[config.mk]
export PLATFORM = sky130hd
export DESIGN_NAME = readers_writer_lock_arbiter_top
export DESIGN_NICKNAME = d
export VERILOG_FILES = /design/src/rtl/rwla_pkg.sv /design/src/rtl/rwla_wq_cell.sv /design/src/rtl/rwla_rd_cell.sv /design/src/rtl/readers_writer_lock_arbiter_top.sv
export SDC_FILE = /design/constraint.sdc
export NUM_CORES = 1
export LEC_CHECK = 0
export BUFFER_PORTS_ARGS = -buffer_cell sky130_fd_sc_hd__buf_2
export CAP_MARGIN = 10
export CORE_UTILIZATION = 35
export DETAILED_ROUTE_END_ITERATION = 16
export GPL_TIMING_DRIVEN = 0
export PLACE_DENSITY_LB_ADDON = 0.1
export SLEW_MARGIN = 15
export SYNTH_ARGS = -nofsm -noshare
export SYNTH_HDL_FRONTEND = slang
export SYNTH_SLANG_ARGS = --single-unit
[constraint.sdc]
create_clock -name clk -period 4.35 [get_ports clk]
set_input_delay 0.435 -clock clk [delete_from_list [all_inputs] [get_ports clk]]
set_output_delay 0.435 -clock clk [all_outputs]
set_load 0.005 [all_outputs]
[src/rtl/rwla_pkg.sv]
// ---------------------------------------------------------------------------
// rwla_pkg: shared types and codes for the readers-writer lock arbiter
// Transaction payloads, operation / action / result codes and cell controls.
// ---------------------------------------------------------------------------
`timescale 1ns / 1ps
`default_nettype none

package rwla_pkg;

  localparam int CLIENT_W = 4;

  // operation codes
  localparam logic [2:0] OP_REQ_WRITE = 3'd0;
  localparam logic [2:0] OP_REQ_READ  = 3'd1;
  localparam logic [2:0] OP_RELEASE   = 3'd2;
  localparam logic [2:0] OP_FINISH    = 3'd3;
  localparam logic [2:0] OP_CHECK     = 3'd4;
  localparam logic [2:0] OP_UPDATE    = 3'd5;

  // check actions
  localparam logic [2:0] ACT_BEGIN_WRITE = 3'd0;
  localparam logic [2:0] ACT_BEGIN_READ  = 3'd1;
  localparam logic [2:0] ACT_WRITE       = 3'd2;
  localparam logic [2:0] ACT_READ        = 3'd3;
  localparam logic [2:0] ACT_END         = 3'd4;

  // result kinds
  localparam logic [1:0] KIND_GRANT  = 2'd0;
  localparam logic [1:0] KIND_CHECK  = 2'd1;
  localparam logic [1:0] KIND_QFULL  = 2'd2;

  typedef struct packed {
    logic [2:0]          op;
    logic [CLIENT_W-1:0] client;
    logic [2:0]          action;
  } rwla_in_t;

  typedef struct packed {
    logic [1:0]          kind;
    logic [CLIENT_W-1:0] client_res;
    logic                grant_write;
    logic                allowed;
    logic                last;
  } rwla_out_t;

  // broadcast control to the per-client cells
  typedef struct packed {
    logic clr;       // release: clear selected client's active, finished and pending bits
    logic fin;       // mark selected client finished
    logic pend;      // add selected client to pending readers
    logic grant_wr;  // head writer takes the lock
    logic grant_rd;  // all pending readers take the lock, load the grant chain
    logic shift;     // advance the grant chain by one client
  } rd_ctl_t;

  // per-cell control for the writer queue
  typedef struct packed {
    logic load;      // take the pushed client
    logic shift;     // take the neighbor's entry (removal at or below this cell)
  } wq_ctl_t;

endpackage

`default_nettype wire

[src/rtl/rwla_wq_cell.sv]
// ---------------------------------------------------------------------------
// rwla_wq_cell: one writer queue slot
// Holds one queued client; closes gaps by taking its upper neighbor's entry.
// ---------------------------------------------------------------------------
`timescale 1ns / 1ps
`default_nettype none

module rwla_wq_cell (
  input  logic                           clk,
  input  rwla_pkg::wq_ctl_t              ctl,
  input  logic [rwla_pkg::CLIENT_W-1:0]  key,
  input  logic [rwla_pkg::CLIENT_W-1:0]  nb_entry,
  output logic [rwla_pkg::CLIENT_W-1:0]  entry,
  output logic                           match
);
  import rwla_pkg::*;

  logic [CLIENT_W-1:0] entry_r;
  logic [CLIENT_W-1:0] entry_nxt;

  always_comb begin
    entry_nxt = entry_r;
    if (ctl.shift) begin
      entry_nxt = nb_entry;
    end else if (ctl.load) begin
      entry_nxt = key;
    end
  end

  always_ff @(posedge clk) begin
    entry_r <= entry_nxt;
  end

  assign entry = entry_r;
  assign match = (entry_r == key);

endmodule

`default_nettype wire

[src/rtl/rwla_rd_cell.sv]
// ---------------------------------------------------------------------------
// rwla_rd_cell: per-client lock state
// Active, finished and pending-reader bits plus one stage of the grant chain.
// ---------------------------------------------------------------------------
`timescale 1ns / 1ps
`default_nettype none

module rwla_rd_cell (
  input  logic              clk,
  input  logic              rst_n,
  input  rwla_pkg::rd_ctl_t ctl,
  input  logic              sel,
  input  logic              hsel,
  input  logic              scan_in,
  output logic              active,
  output logic              finished,
  output logic              pending,
  output logic              scan
);
  import rwla_pkg::*;

  logic active_r, active_nxt;
  logic fin_r, fin_nxt;
  logic pend_r, pend_nxt;
  logic scan_r, scan_nxt;

  always_comb begin
    active_nxt = active_r;
    fin_nxt    = fin_r;
    pend_nxt   = pend_r;
    scan_nxt   = scan_r;
    if (ctl.clr && sel) begin
      active_nxt = 1'b0;
      fin_nxt    = 1'b0;
      pend_nxt   = 1'b0;
    end
    if (ctl.fin && sel) begin
      fin_nxt = 1'b1;
    end
    if (ctl.pend && sel) begin
      pend_nxt = 1'b1;
    end
    if (ctl.grant_wr && hsel) begin
      active_nxt = 1'b1;
      fin_nxt    = 1'b0;
    end
    if (ctl.grant_rd) begin
      scan_nxt = pend_r;
      pend_nxt = 1'b0;
      if (pend_r) begin
        active_nxt = 1'b1;
        fin_nxt    = 1'b0;
      end
    end else if (ctl.shift) begin
      scan_nxt = scan_in;
    end
  end

  always_ff @(posedge clk) begin
    if (!rst_n) begin
      active_r <= 1'b0;
      fin_r    <= 1'b0;
      pend_r   <= 1'b0;
      scan_r   <= 1'b0;
    end else begin
      active_r <= active_nxt;
      fin_r    <= fin_nxt;
      pend_r   <= pend_nxt;
      scan_r   <= scan_nxt;
    end
  end

  assign active   = active_r;
  assign finished = fin_r;
  assign pending  = pend_r;
  assign scan     = scan_r;

endmodule

`default_nettype wire

[src/rtl/readers_writer_lock_arbiter_top.sv]
// ---------------------------------------------------------------------------
// readers_writer_lock_arbiter_top: readers-writer lock arbiter
// Writer FIFO and per-client reader cells with read/write phase alternation.
//
//   channel | ports                   | handshake
//   --------+-------------------------+-------------------------------------
//   input   | start, busy, in_item    | taken when start && !busy
//   result  | out_valid, out_item     | one-cycle strobe, always taken
//
// A transaction is latched on accept and executed in the next cycle. Release
// and check scan the writer queue one slot per cycle. After the grant step a
// read grant shifts the reader chain one client per cycle. Reset (synchronous,
// rst_n low) clears all sets, the writer count and the phase; busy is high for
// the whole transaction. Results cannot be stalled.
// ---------------------------------------------------------------------------
`timescale 1ns / 1ps
`default_nettype none

module readers_writer_lock_arbiter_top #(
  parameter int NUM_CLIENTS = 16
) (
  input  logic                clk,
  input  logic                rst_n,
  input  logic                start,
  output logic                busy,
  input  rwla_pkg::rwla_in_t  in_item,
  output logic                out_valid,
  output rwla_pkg::rwla_out_t out_item
);
  import rwla_pkg::*;

  localparam int CW   = (NUM_CLIENTS > 1) ? $clog2(NUM_CLIENTS) : 1;
  localparam int CNTW = $clog2(NUM_CLIENTS + 1);

  typedef enum logic [4:0] {
    S_IDLE  = 5'b00001,
    S_EXEC  = 5'b00010,
    S_SCAN  = 5'b00100,
    S_GRANT = 5'b01000,
    S_RDGR  = 5'b10000
  } state_t;

  state_t state_r, state_nxt;

  logic [2:0]          op_r, op_nxt;
  logic [CLIENT_W-1:0] c_r, c_nxt;
  logic [2:0]          act_r, act_nxt;

  logic [CNTW-1:0] cnt_r, cnt_nxt;
  logic [CNTW-1:0] ptr_r, ptr_nxt;
  logic [CW-1:0]   ridx_r, ridx_nxt;
  logic            lw_r, lw_nxt;

  logic      out_valid_r, out_valid_nxt;
  rwla_out_t out_item_r, out_item_nxt;

  // cell interfaces
  logic [NUM_CLIENTS-1:0] act_v, fin_v, pend_v, scan_v;
  logic [NUM_CLIENTS-1:0] sel_v, hsel_v, match_v;
  logic [CLIENT_W-1:0]    entry_v [NUM_CLIENTS];
  rd_ctl_t                rd_ctl;
  logic                   push_en, rm_en;
  logic [CNTW-1:0]        rm_ptr;

  logic [CW-1:0] c_idx, h_idx;
  logic          c_valid;
  logic          any_act;
  logic          a_bit, f_bit, p_bit;
  logic          scan_done, scan_hit;
  logic          is_rd, is_wr, allowed;
  logic          rd_last;

  assign c_idx   = CW'(c_r);
  assign h_idx   = CW'(entry_v[0]);
  assign c_valid = (32'(c_r) < NUM_CLIENTS);
  assign any_act = |act_v;
  assign a_bit   = c_valid && act_v[c_idx];
  assign f_bit   = fin_v[c_idx];
  assign p_bit   = c_valid && pend_v[c_idx];
  assign rd_last = ~|scan_v[NUM_CLIENTS-1:1];

  assign scan_done = (ptr_r == cnt_r);
  assign scan_hit  = !scan_done && match_v[ptr_r[CW-1:0]];

  // check answer; the queue lookup comes from the scan
  always_comb begin
    is_rd = (!lw_r && a_bit) || p_bit;
    is_wr = (lw_r && a_bit) || scan_hit;
    allowed = 1'b0;
    if (c_valid && !(a_bit && f_bit)) begin
      case (act_r)
        ACT_BEGIN_WRITE, ACT_BEGIN_READ: allowed = !is_rd && !is_wr;
        ACT_WRITE:                       allowed = (any_act && !lw_r) ? 1'b0 : a_bit;
        ACT_READ:                        allowed = a_bit;
        ACT_END:                         allowed = is_rd || is_wr;
        default:                         allowed = 1'b0;
      endcase
    end
  end

  always_comb begin
    state_nxt     = state_r;
    op_nxt        = op_r;
    c_nxt         = c_r;
    act_nxt       = act_r;
    cnt_nxt       = cnt_r;
    ptr_nxt       = ptr_r;
    ridx_nxt      = ridx_r;
    lw_nxt        = lw_r;
    out_valid_nxt = 1'b0;
    out_item_nxt  = out_item_r;
    rd_ctl        = '0;
    push_en       = 1'b0;
    rm_en         = 1'b0;
    rm_ptr        = '0;

    case (state_r)
      S_IDLE: begin
        if (start) begin
          op_nxt    = in_item.op;
          c_nxt     = in_item.client;
          act_nxt   = in_item.action;
          state_nxt = S_EXEC;
        end
      end

      S_EXEC: begin
        state_nxt = S_IDLE;
        ptr_nxt   = '0;
        case (op_r)
          OP_REQ_WRITE: begin
            if (c_valid) begin
              if (cnt_r == CNTW'(NUM_CLIENTS)) begin
                out_valid_nxt = 1'b1;
                out_item_nxt  = '{kind: KIND_QFULL, client_res: c_r, grant_write: 1'b0,
                                  allowed: 1'b0, last: 1'b1};
              end else begin
                push_en   = 1'b1;
                cnt_nxt   = cnt_r + CNTW'(1);
                state_nxt = S_GRANT;
              end
            end
          end
          OP_REQ_READ: begin
            if (c_valid) begin
              rd_ctl.pend = 1'b1;
              state_nxt   = S_GRANT;
            end
          end
          OP_RELEASE: begin
            // ignored while nobody holds the lock
            if (c_valid && any_act) begin
              rd_ctl.clr = 1'b1;
              state_nxt  = S_SCAN;
            end
          end
          OP_FINISH: begin
            if (a_bit) begin
              rd_ctl.fin = 1'b1;
            end
          end
          OP_CHECK:  state_nxt = S_SCAN;
          OP_UPDATE: state_nxt = S_GRANT;
          default:   state_nxt = S_IDLE;
        endcase
      end

      S_SCAN: begin
        if (op_r == OP_CHECK) begin
          if (scan_done || scan_hit) begin
            out_valid_nxt = 1'b1;
            out_item_nxt  = '{kind: KIND_CHECK, client_res: c_r, grant_write: 1'b0,
                              allowed: allowed, last: 1'b1};
            state_nxt     = S_IDLE;
          end else begin
            ptr_nxt = ptr_r + CNTW'(1);
          end
        end else begin
          if (scan_done) begin
            state_nxt = S_IDLE;
          end else if (scan_hit) begin
            rm_en     = 1'b1;
            rm_ptr    = ptr_r;
            cnt_nxt   = cnt_r - CNTW'(1);
            state_nxt = S_IDLE;
          end else begin
            ptr_nxt = ptr_r + CNTW'(1);
          end
        end
      end

      S_GRANT: begin
        state_nxt = S_IDLE;
        if (!any_act) begin
          // after a read phase the writer goes first, after a write phase the readers
          if ((cnt_r != '0) && (!lw_r || (pend_v == '0))) begin
            rm_en           = 1'b1;
            rm_ptr          = '0;
            cnt_nxt         = cnt_r - CNTW'(1);
            rd_ctl.grant_wr = 1'b1;
            lw_nxt          = 1'b1;
            out_valid_nxt   = 1'b1;
            out_item_nxt    = '{kind: KIND_GRANT, client_res: entry_v[0], grant_write: 1'b1,
                                allowed: 1'b0, last: 1'b1};
          end else if (pend_v != '0) begin
            rd_ctl.grant_rd = 1'b1;
            lw_nxt          = 1'b0;
            ridx_nxt        = '0;
            state_nxt       = S_RDGR;
          end
        end
      end

      S_RDGR: begin
        rd_ctl.shift = 1'b1;
        ridx_nxt     = ridx_r + CW'(1);
        if (scan_v[0]) begin
          out_valid_nxt = 1'b1;
          out_item_nxt  = '{kind: KIND_GRANT, client_res: CLIENT_W'(ridx_r),
                            grant_write: 1'b0, allowed: 1'b0, last: rd_last};
        end
        if (rd_last) begin
          state_nxt = S_IDLE;
        end
      end

      default: state_nxt = S_IDLE;
    endcase
  end

  always_ff @(posedge clk) begin
    if (!rst_n) begin
      state_r     <= S_IDLE;
      cnt_r       <= '0;
      lw_r        <= 1'b0;
      out_valid_r <= 1'b0;
    end else begin
      state_r     <= state_nxt;
      cnt_r       <= cnt_nxt;
      lw_r        <= lw_nxt;
      out_valid_r <= out_valid_nxt;
    end
  end

  always_ff @(posedge clk) begin
    op_r       <= op_nxt;
    c_r        <= c_nxt;
    act_r      <= act_nxt;
    ptr_r      <= ptr_nxt;
    ridx_r     <= ridx_nxt;
    out_item_r <= out_item_nxt;
  end

  genvar i;
  generate
    for (i = 0; i < NUM_CLIENTS; i++) begin : g_cell
      wq_ctl_t             wq_ctl;
      logic [CLIENT_W-1:0] nb;

      assign sel_v[i]     = c_valid && (c_idx == CW'(i));
      assign hsel_v[i]    = (h_idx == CW'(i));
      assign wq_ctl.load  = push_en && (cnt_r == CNTW'(i));
      assign wq_ctl.shift = rm_en && (CNTW'(i) >= rm_ptr);

      if (i < NUM_CLIENTS - 1) begin : g_mid
        assign nb = entry_v[i+1];
      end else begin : g_end
        assign nb = entry_v[i];
      end

      rwla_wq_cell u_wq (
        .clk      (clk),
        .ctl      (wq_ctl),
        .key      (c_r),
        .nb_entry (nb),
        .entry    (entry_v[i]),
        .match    (match_v[i])
      );

      rwla_rd_cell u_rd (
        .clk      (clk),
        .rst_n    (rst_n),
        .ctl      (rd_ctl),
        .sel      (sel_v[i]),
        .hsel     (hsel_v[i]),
        .scan_in  ((i < NUM_CLIENTS - 1) ? scan_v[(i < NUM_CLIENTS - 1) ? i + 1 : i] : 1'b0),
        .active   (act_v[i]),
        .finished (fin_v[i]),
        .pending  (pend_v[i]),
        .scan     (scan_v[i])
      );
    end
  endgenerate

  assign busy      = (state_r != S_IDLE);
  assign out_valid = out_valid_r;
  assign out_item  = out_item_r;

endmodule

`default_nettype wire

Word level (Yosys, flattened, before mapping)

Index checks and enable logic that the tools add are counted.

Input bits: 13
Register bits after elaboration: 168
Output and inout port bits: 11

Equal/unequal tests: 98
Reductions and logical operators: 171
$add $sub $neg: 4
$lt $le $gt $ge: 18
Bitwise logic cells: 3
Multiplexer cells: 319

Operators by type and width:

| cell                 | number |
|---|---|
| $mux W1              | 237 |
| $mux W4              | 34 |
| $mux W5              | 24 |
| $logic_and A1 B1 Y1  | 103 |
| $reduce_bool A2 Y1   | 35 |
| $eq A4 B4 Y1         | 16 |
| $eq A4 B4 Y1 const B | 16 |
| $mux W9              | 7 |
| $eq A5 B4 Y1 const B | 9 |
| $ge A4 B5 Y1 const A | 8 |
| $pmux W9 S4          | 1 |
| $eq A4 B3 Y1 const B | 8 |
| $ne A2 B2 Y1 const B | 13 |
| $eq A5 B3 Y1 const B | 5 |
| $pmux W5 S5          | 1 |
| $ge A3 B5 Y1 const A | 4 |
| $bmux W1 S4          | 4 |
| $eq A4 B2 Y1 const B | 4 |
| $logic_not A16 Y1    | 1 |
| $pmux W4 S4          | 1 |
| $reduce_and A8 Y1    | 2 |
| $reduce_bool A16 Y1  | 1 |
| $reduce_or A16 Y1    | 1 |
| $eq A5 B2 Y1 const B | 3 |
| 38 further kinds     | 75 |

Longest topological paths before layout

Gate-level depths: netlist (run 1).

Word-level depth: 12
Depth in mapped cells: 11
Depth with buffers taken out: 9

Cells and area by module

From an unflattened synthesis (run 1), not the netlist that was laid out.

Cells, all modules: 884
Area total of the unflattened synthesis: 9814.4 sq um

Modules (own cells, without submodules):

| module                          | cells each | area each (sq um) | instances | sequential area each (sq um) |
|---|---|---|---|---|
| rwla_wq_cell                    | 14         | 219.0             | 16        | 120.1 |
| readers_writer_lock_arbiter_top | 388        | 3408.3            | 1         | 1081.0 |
| rwla_rd_cell                    | 17         | 181.4             | 16        | 80.1 |

Least setup slack after synthesis (run 1)

Ideal clock, no wire load.

Path kind: reg-to-reg
From: register c_r[1] (netlist: c_idx[1])
To: register g_cell[0].u_wq.entry_r[0], data pin
Path slack: 1.643 ns
Library setup time: 0.260 ns
Period minus slack after synthesis: 2.707 ns
Stages on the path, launching flop included: 12
Data arrival time: 2.448 ns
Cells stage by stage: edfxtp_1 -> buf_6 -> buf_8 -> xor2_1 -> nor4_2 -> o22ai_1 -> a22oi_2 -> o211ai_1 -> nor2_1 -> buf_2 -> a31o_2 -> mux2_2

Longest elaborated chain between the ends: 11
Elaborated cells between the ends (all ways): 30

Ends and longest elaborated chain:

| what                              | line                                   | source |
|---|---|---|
| start: declaration                | readers_writer_lock_arbiter_top.sv:46  | `logic [CLIENT_W-1:0] c_r, c_nxt;` |
| start signal: assignment          | readers_writer_lock_arbiter_top.sv:247 | `c_r <= c_nxt;` |
| $eq A4 B4 Y1                      | rwla_wq_cell.sv:35                     | `assign match = (entry_r == key);` |
| $bmux W1 S4 (*)                   | readers_writer_lock_arbiter_top.sv:83  | `assign scan_hit = !scan_done && match_v[ptr_r[CW-1:0]];` |
| $mux W1 (not written as such) (*) | readers_writer_lock_arbiter_top.sv:83  |  |
| $logic_and A1 B1 Y1 (*)           | readers_writer_lock_arbiter_top.sv:83  |  |
| $mux W5                           | readers_writer_lock_arbiter_top.sv:181 | `end else if (scan_hit) begin` |
| $mux W5                           | readers_writer_lock_arbiter_top.sv:179 | `if (scan_done) begin` |
| $mux W5                           | readers_writer_lock_arbiter_top.sv:169 | `if (op_r == OP_CHECK) begin` |
| $mux W5                           | --                                     |  |
| $ge A1 B5 Y1                      | readers_writer_lock_arbiter_top.sv:263 | `assign wq_ctl.shift = rm_en && (CNTW'(i) >= rm_ptr);` |
| $logic_and A1 B1 Y1 (*)           | readers_writer_lock_arbiter_top.sv:263 |  |
| $mux W4 (*)                       | rwla_wq_cell.sv:23                     | `if (ctl.shift) begin` |
| via g_cell[0].u_wq.entry_nxt[0]   | rwla_wq_cell.sv:19                     | `logic [CLIENT_W-1:0] entry_nxt;` |
| end signal: assignment            | rwla_wq_cell.sv:31                     | `entry_r <= entry_nxt;` |
| end: declaration                  | rwla_wq_cell.sv:18                     | `logic [CLIENT_W-1:0] entry_r;` |

Mark *: on every way through the listed nets, which the timed path passes. The rest lies on a longest branch. The select of a mux whose other input is x is not followed.
A chain may end at the register's enable or synchronous reset.

Worst setup path in the final report (run 1)

From: register c_r[2] (netlist: c_idx[2])
To: register g_cell[12].u_wq.entry_r[2] (enable)

Longest elaborated chain between the ends: 11
Elaborated cells between the ends (all ways): 30

Ends and longest elaborated chain:

| what                                    | line |
|---|---|
| $eq A4 B4 Y1                            | rwla_wq_cell.sv:35 |
| $bmux W1 S4 (*)                         | readers_writer_lock_arbiter_top.sv:83 |
| $mux W1 (not written as such) (*)       | readers_writer_lock_arbiter_top.sv:83 |
| $logic_and A1 B1 Y1 (*)                 | readers_writer_lock_arbiter_top.sv:83 |
| $mux W5                                 | readers_writer_lock_arbiter_top.sv:181 |
| $mux W5                                 | readers_writer_lock_arbiter_top.sv:179 |
| $mux W5                                 | readers_writer_lock_arbiter_top.sv:169 |
| $mux W5                                 | -- |
| $ge A4 B5 Y1                            | readers_writer_lock_arbiter_top.sv:263 |
| $logic_and A1 B1 Y1 (*)                 | readers_writer_lock_arbiter_top.sv:263 |
| $reduce_bool A2 Y1 (no source line) (*) | -- |
| end signal: assignment                  | rwla_wq_cell.sv:31 |
| end: declaration                        | rwla_wq_cell.sv:18 |

Mark *: on every way between the ends. The rest lies on a longest branch, timed or not. The select of a mux whose other input is x is not followed.

==> results of run 1 <==
## worst max-delay path by stage
| stage | end | slack (ns) |
|---|---|---|
| floorplan | g_cell[0].u_wq.entry[0]$_DFFE_PP_ | 1.64 |
| global placement | g_cell[12].u_wq.entry[3]$_DFFE_PP_ | 0.71 |
| detailed placement | g_cell[12].u_wq.entry[3]$_DFFE_PP_ | 0.78 |
| CTS | g_cell[12].u_wq.entry[3]$_DFFE_PP_ | 0.75 |
| global route | g_cell[12].u_wq.entry[2]$_DFFE_PP_ | 0.44 |
| finish | g_cell[12].u_wq.entry[2]$_DFFE_PP_ | 0.65 |
## report_power, final
group / internal, W / switching [W]
clock: 0.000933 / 0.000701
combinational: 0.000116 / 0.000192
sequential: 0.00169 / 0.0000126
total: 0.00274 / 0.000906
## sequential cells by signal, indices dropped and copies added, names as in the netlist
| name | flops |
|---|---|
| g_cell.u_wq.entry | 64 |
| op_r | 3 |
| g_cell.u_rd.pending | 16 |
| act_r | 3 |
| ptr_r | 5 |
| ridx_r | 4 |
| state_r | 5 |
| lw_r | 1 |
| g_cell.u_rd.finished | 16 |
| g_cell.u_rd.active | 16 |
| g_cell.u_rd.scan | 16 |
| cnt_r | 5 |
| c_idx | 4 |
| out_valid | 1 |
| out_item | 9 |
## kinds of logic (layout without fill, tap and decap cells)
family / Yosys count / after routing
DFF: 168 / 168
muxes: 78 / 78
adders and majority gates: 8 / 8
and+or+nand+nor: 260 / 260
AOI/OAI and AO/OA: 190 / 190
buffers and inverters: 75 / 130
xor gates and xnor gates: 76 / 76
## placed cells by master, fill, tap and decap left out, drive strengths merged, types with 13 or more instances in the layout
| cell | instances |
|---|---|
| o2bb2ai | 15 |
| mux4 | 13 |
| edfxtp | 92 |
| nand3 | 14 |
| nor3 | 20 |
| dfxtp | 76 |
| nand2 | 62 |
| o21ai | 16 |
| a22oi | 47 |
| a21oi | 40 |
| xnor2 | 43 |
| clkbuf | 63 |
| buf | 41 |
| mux2 | 60 |
| xor2 | 33 |
| nor4 | 23 |
| and3 | 22 |
| inv | 23 |
| nor2 | 68 |
| a22o | 15 |
| a31oi | 13 |
## routing by layer
metal  wire, um  track usage, %
met4        320           4.928
met3       1856           3.947
met5          0               0
met1      13840           33.30
met2      12200           32.03
## cells in the mapped netlist, drive strengths merged, types with 20 or more instances
master	instances
xor2	33
a21oi	40
and3	22
nor3	20
mux2	60
a22oi	47
clkbuf	43
nand2	62
xnor2	43
dfxtp	76
nor2	68
edfxtp	92
nor4	23
## per-stage QoR
step / utilization (%) / hold WS, ns / cells / setup slack [ns] / cell area (sq um)
5_1_grt: 40.46 / 0.1545 / 1240 / 0.4369 / 10250
3_3_place_gp: 37.91 / 0.4562 / 1208 / 0.7129 / 9600
2_1_floorplan: - / 0.4458 / 855 / 1.643 / 9072
6_report: 40.46 / 0.1655 / 1240 / 0.6543 / 10250
3_5_place_dp: 37.97 / 0.4613 / 1208 / 0.7775 / 9615
4_1_cts: 40.43 / 0.1575 / 1240 / 0.7486 / 10240
## final cells by class
type / instances / area [sq um]
buffer: 61 / 317.8
clock buffer: 20 / 479.2
clock inverter: 12 / 145.1
fill: 2511 / 15080
inverter: 14 / 52.55
multi-input combinational: 612 / 4439
sequential: 168 / 4284
tap: 330 / 412.9
timing repair buffer: 23 / 115.1
==> key figures, run 1 <==
Flow run
  • Max-cap viol count: 0

Setup path
  • Launching point of the worst reg2reg path: c_idx[2]$_DFFE_PP_
  • Crit path launch type: register
  • CP Max Fanout: 10
  • Critical Path Stages: 10
  • CP Buf/Inv Count: 2
  • CP Cell Sequence: buf_6 -> xor2_1 -> nor4_1 -> o22ai_1 -> a22oi_2 -> o211ai_1 -> nor2_1 -> buf_2 -> a31oi_1 -> o21ai_0
  • Critical Path End Type: register
  • Slowest cell on crit path: nor4_1
  • Worst r2r dst: g_cell[12].u_wq.entry[2]$_DFFE_PP_
  • Arrival time worst endpoint: 3.75 ns
  • Setup slack, reg-to-reg: 0.65 ns
  • Family with the most delay on the worst path: compound AO/OA/AOI/OAI gates
  • Worst path required time: 4.41 ns
  • Setup CP Type: reg -> reg
  • Critical path's largest stage delay: 0.57 ns
  • CP startpoint: c_idx[2]$_DFFE_PP_
  • R2R cell count: 10

Synth
  • Post-synthesis simple-gate area fraction: 14.23%
  • Synth async-reset ratio: 0%
  • Synth cell types: 61
  • Area contributors post-synth: edfxtp_1 30%, dfxtp_1 17%, mux2_2 7.4%
  • Compound-Gate Fraction of Synth Area: 14.80%
  • Syn_nets: 876
  • Dominant synthesized flop cell: edfxtp_1
  • Mux share of post-synthesis cell area: 11.23%
  • Post-synth top area cell: edfxtp_1
  • Yosys Warn Count: 0
  • Register area share after synthesis: 47.22%
  • Synth Area in Adders: 1.103%
  • Avg Cell Area, Syn: 10.61 sq um
  • Synth top area share: 30.45%
  • Synth Instances: 855
  • EDFF count, synth: 92
  • Seq cells post-synth: 168
  • Synth Area in XOR/XNOR: 7.337%
  • Largest family of logic cells by synthesized area: compound AO/OA/AOI/OAI gates
  • Area of the mapped netlist: 0.009072 sq mm

Clocking
  • CTS tree: done
  • CTS Sinks: 168
  • Postcts setup bufs: 0
  • Hold_buf cts: 0
  • CTS Buf Count: 17
  • Worst-Skew Late Latency: 0.44 ns
  • CTS H-tree depth: 4
  • Max clock buf depth: 2
  • CTS resizes: 0
  • Clk slew on worst S/H paths: 0.08 ns
  • Root Driver: clkbuf_16

Outcome
  • Status: finished, final reports clean

Timing
  • Setup TNS: 0 ns
  • # setup viols final: 0
  • Rel. slew slack: 23.73%
  • Fmax: 270.6 MHz
  • Fin. max-slew vios: 0
  • Pin slew with the least headroom to its limit: 1.137 ns
  • Worst Skew: 0.02100 ns
  • RSZ-0062 raised after global routing: false
  • Final Hold Vio Count: 0
  • Post-route minimum period: 3.696 ns
  • Tcrit/Tclk final: 84.96%

Floorplanning
  • Chip Width: 163 um
  • Die height: 163 um
  • Initial Util: 35.82%
  • # IOs: 24
  • Core Box Area: 0.02533 sq mm
  • Die area: 0.02657 sq mm
  • Site Rows: 58

Pwr
  • Power per standard cell area: 355.7 mW/mm^2
  • Tot Pwr: 0.003644 W
  • IR drop worst, VDD: 178.5 uV
  • Leakage dissipation: 3.499 nW

Drt
  • Total Routed Length: 28220 um
  • WL per Instance: 22.75 um
  • Initial DRC Count: 875
  • TritonRoute pass-1 iters: 7
  • Post-route ant nets: 0
  • Post-route DRC: 0
  • DR vias/cell: 5.733
  • Vias: 7109

Global route
  • Grt ovf: 0
  • Total track usage: 21.97%
  • Vias in the first global route: 6801
  • First-pass GRT wire length: 43170 um
  • Antenna violations before repair: 0
  • Largest net degree at the start of global routing: 18

Layout
  • Area delta synth->final: 12.94%
  • Nets: 918
  • Inserted Diodes: 0
  • Layout cell share with drive strength beyond 1: 17.14%

Placement
  • GP Congestion: 0.9160
  • Port buffer count: 23
  • Dpl hpwl: 20290 um

Hold path
  • Hold Path Depth: 1
  • Worst hold path startpoint: in_item[2]
  • Worst Hold Class: in -> reg
  • Hold Path Sink: act_r[2]$_DFFE_PP_
(Power assumes the default switching activity.)
==> run 2, diff against run 1 <==
--- a/config.mk
+++ b/config.mk
@@ -5,6 +5,7 @@
 export SDC_FILE = /design/constraint.sdc
 export NUM_CORES = 1
 export LEC_CHECK = 0
+export ABC_AREA = 1
 export BUFFER_PORTS_ARGS = -buffer_cell sky130_fd_sc_hd__buf_2
 export CAP_MARGIN = 10
 export CORE_UTILIZATION = 35
==> constraint.sdc (replaced) <==
create_clock -name clk -period 3.6 [get_ports clk]
set_input_delay 0.36 -clock clk [delete_from_list [all_inputs] [get_ports clk]]
set_output_delay 0.36 -clock clk [all_outputs]
set_load 0.005 [all_outputs]
==> run 2 against run 1 <==
Compared with the run above: wire length up 12%; die area up 8.4%; final cell count up 44%; power up 16%; sequential cell count unchanged; sequential share of layout area down 3.0 points; maximum frequency up 7.5%; global-route usage up 1.0 points; hold slack worse by 0.075 ns.
==> key figures, run 2 <==
Layout
  • Layout cell share with drive strength beyond 1: 9.766% (-7.4 points)
  • Most frequent cells in the layout: 381 x nand2_1, 199 x inv_1, 166 x nor2_1, 98 x o21ai_0, 92 x edfxtp_1
  • Most common cell after layout, fill and taps aside: nand2_1
  • Nets: 1421 (+55%)
  • Largest register FFs: 64 (unchanged)
  • Area delta synth->final: 11.99%
  • Inserted Diodes: 0 (unchanged)
  • Final core occ: 39.79% (-0.66 points)

Hold path
  • Worst Hold Class: in -> reg

Timing
  • RSZ-0062 raised after global routing: false
  • Setup slack after layout: 0.1614 ns (-0.4929 ns)
  • Rel. slew slack: 29.41% (+5.7 points)
  • Final Hold Vio Count: 0 (unchanged)
  • Post-route minimum period: 3.439 ns (-0.2571 ns)
  • Setup TNS: 0 ns (unchanged)
  • Fmax: 290.8 MHz (+7.5%)
  • Fin. max-slew vios: 0 (unchanged)
  • # setup viols final: 0 (unchanged)
  • Pin slew with the least headroom to its limit: 1.058 ns (-0.07942 ns)
  • Tcrit/Tclk final: 95.52% (+11 points)
  • Worst Skew: 0.01640 ns (-0.004607 ns)

Clocking
  • CTS tree: done
  • Clk slew on worst S/H paths: 0.08 ns (about the same)
  • Root Driver: clkbuf_16
  • CTS Buf Count: 17 (unchanged)
  • Max clock buf depth: 2 (unchanged)
  • Worst-Skew Late Latency: 0.44 ns (about the same)
  • CTS H-tree depth: 4 (unchanged)
  • CTS Sinks: 168 (unchanged)

Global route
  • Total track usage: 23.01% (+1.0 points)
  • Antenna violations before repair: 0 (unchanged)
  • First-pass GRT wire length: 49400 um (+14%)
  • Largest net degree at the start of global routing: 19 (+1)
  • GR Util met3: 2.495% (-1.5 points)
  • Vias in the first global route: 8514 (+25%)
  • Global Route met2 Usage: 38.04% (+6.0 points)
  • Met1 Use GR: 31.29% (-2.0 points)
  • Most used routing layer: met2
  • Grt ovf: 0 (unchanged)

Drt
  • TritonRoute pass-1 iters: 6 (-1)
  • Post-route ant nets: 0 (unchanged)
  • WL per Instance: 17.69 um (-22%)
  • Vias: 8830 (+24%)
  • Initial DRC Count: 689 (-21%)
  • DR vias/cell: 4.930 (-14%)
  • Post-route DRC: 0 (unchanged)
  • Total Routed Length: 31690 um (+12%)

Pwr
  • Reg power frac: 48.4% (+1.7 points)
  • Combinational share of power: 8.2% (-0.3 points)
  • Clock Power Share: 43.4% (-1.4 points)
  • Leakage dissipation: 4.765 nW (+36%)
  • Int Pwr: 0.003063 W (+12%)
  • Power per standard cell area: 384.0 mW/mm^2 (+8.0%)
  • Switch share: 27.63% (+2.8 points)
  • IR drop worst, VDD: 314.0 uV (+76%)
  • P_sw: 0.001170 W (+29%)

Setup path
  • Worst path required time: 3.90 ns (-0.51 ns)
  • CP Cell Sequence: inv_2 -> buf_2 -> nor2_2 -> inv_1 -> clkbuf_1 -> o221ai_1 -> nand2_1 -> nand4_1 -> nand3_2 -> buf_2 -> o22ai_1 -> nand2_1 -> nor2_1
  • CP Max Fanout: 10 (unchanged)
  • Crit path launch type: register
  • Critical Path End Type: register
  • Critical path's largest stage delay: 0.50 ns (-0.07 ns)
  • Arrival time worst endpoint: 3.74 ns (about the same)
  • Family with the most delay on the worst path: buffers and inverters
  • Slowest cell on crit path: edfxtp_1
  • CP Buf/Inv Count: 5 (+3)
  • Setup CP Type: reg -> reg

Synth
  • Synth cell types: 50 (-18%)
  • Area of the mapped netlist: 0.009844 sq mm (+8.5%)
  • Area contributors post-synth: edfxtp_1 28%, dfxtp_1 15%, nand2_1 15%
  • Synth Instances: 1358 (+59%)
  • Compound-Gate Fraction of Synth Area: 13.41% (-1.4 points)
  • EDFF count, synth: 92 (unchanged)
  • Dominant synthesized flop cell: edfxtp_1
  • Syn_nets: 1379 (+57%)
  • Post-synth top area cell: edfxtp_1
  • Most common cell in the synthesized netlist: nand2_1
  • Synth async-reset ratio: 0% (unchanged)
  • Register area share after synthesis: 43.52% (-3.7 points)
  • Post-synthesis simple-gate area fraction: 29.07% (+15 points)
  • Mux share of post-synthesis cell area: 0% (-11 points)
  • Largest family of logic cells by synthesized area: simple AND/OR/NAND/NOR gates
  • Synth Area in Adders: 1.017% (-0.087 points)
  • Synth Area in XOR/XNOR: 2.046% (-5.3 points)
  • Avg Cell Area, Syn: 7.249 sq um (-32%)
  • Yosys Warn Count: 0 (unchanged)
  • Top cells by count, synth: 381 x nand2_1, 199 x inv_1, 166 x nor2_1
  • Synth top area share: 28.06% (-2.4 points)
  • Seq cells post-synth: 168 (unchanged)

Floorplanning
  • # IOs: 24 (unchanged)
  • Core Box Area: 0.02771 sq mm (+9.4%)
  • Initial Util: 35.53% (-0.29 points)
  • Site Rows: 61 (+5.2%)
  • Die height: 169.7 um (+4.1%)
  • Chip Width: 169.7 um (+4.1%)
  • Die area: 0.02880 sq mm (+8.4%)

Outcome
  • Status: finished, final reports clean

Placement
  • Dpl hpwl: 23490 um (+16%)
  • GP Congestion: 0.8752 (-4.5%)
  • Port buffer count: 23 (unchanged)
  • Pre-CTS WS: 0.03939 ns (-0.7382 ns)

Flow run
  • Max-cap viol count: 0 (unchanged)
==> run 2: worst paths after layout <==
| check | endpoint | from | depth (start not counted) | slack [ns] |
|---|---|---|---|---|
| setup / recovery | g_cell[0].u_rd.finished$_SDFF_PN0_ | c_idx[1]$_DFFE_PP_ | 13 | 0.16 |
| hold / removal | act_r[1]$_DFFE_PP_ | in_item[1] | 1 | 0.09 |
| setup reg to reg | g_cell[0].u_rd.finished$_SDFF_PN0_ | c_idx[1]$_DFFE_PP_ | 13 | 0.16 |
| hold reg to reg | g_cell[15].u_rd.scan$_SDFFE_PN0P_ | g_cell[15].u_rd.scan$_SDFFE_PN0P_ | 2 | 0.47 |
==> run 2: per-stage QoR <==
step,hold WS (ns),std cells,instance area [sq um],total power [W]
after floorplan,0.4277,1358,9844,0.002314
after global placement,0.4331,1759,10430,0.002440
after detailed placement,0.4607,1759,10430,0.002440
after CTS,0.07555,1791,11020,0.004265
after global routing,0.07215,1791,11020,0.004382
final,0.09051,1791,11020,0.004233
==> run 2: metal layers <==
layer,vias to the layer above,wire (um)
li1,4474,-
met1,4067,15090
met2,251,14590
met3,38,1334
met4,0,671
met5,-,0
==> run 2: power groups by stage <==
stage	Clock, W	Combinational, W	Sequential (W)
after floorplan	0	0.000224	0.00209
after global placement	0	0.000346	0.00209
after detailed placement	0	0.000345	0.00209
after CTS	0.00187	0.000347	0.00205
after global routing	0.00195	0.000382	0.00205
final	0.00184	0.000346	0.00205
==> run 2: cell families after synthesis <==
| group | after synthesis |
|---|---|
| and+or+nand+nor | 674 |
| buffers and inverters | 260 |
| AOI/OAI and AO/OA | 225 |
| DFF | 168 |
| xor gates and xnor gates | 23 |
| adders and majority gates | 8 |
==> run 2: worst reg2reg max path: stages (launching register included) <==
cell and delay, ns:
edfxtp_1 0.50, inv_2 0.09, buf_2 0.34, nor2_2 0.15, inv_1 0.13, clkbuf_1 0.47
o221ai_1 0.22, nand2_1 0.10, nand4_1 0.37, nand3_2 0.39, buf_2 0.33, o22ai_1 0.11
nand2_1 0.07, nor2_1 0.05
==> run 2: layout make-up <==
class                      count  area [sq um]
fill                        2980         16680
multi-input combinational    930          4488
sequential                   168          4284
inverter                     213         802.0
tap                          378         473.0
clock buffer                  17         425.4
buffer                        47         275.3
clock inverter                15         161.4
timing repair buffer          23         115.1
==> run 2: timing repair <==
item / in CTS / in global routing
resized for setup: 0 / 1
setup buffers: 0 / 0
hold buffers: 0 / 0
endpoints found under the setup margin: 0 / 10
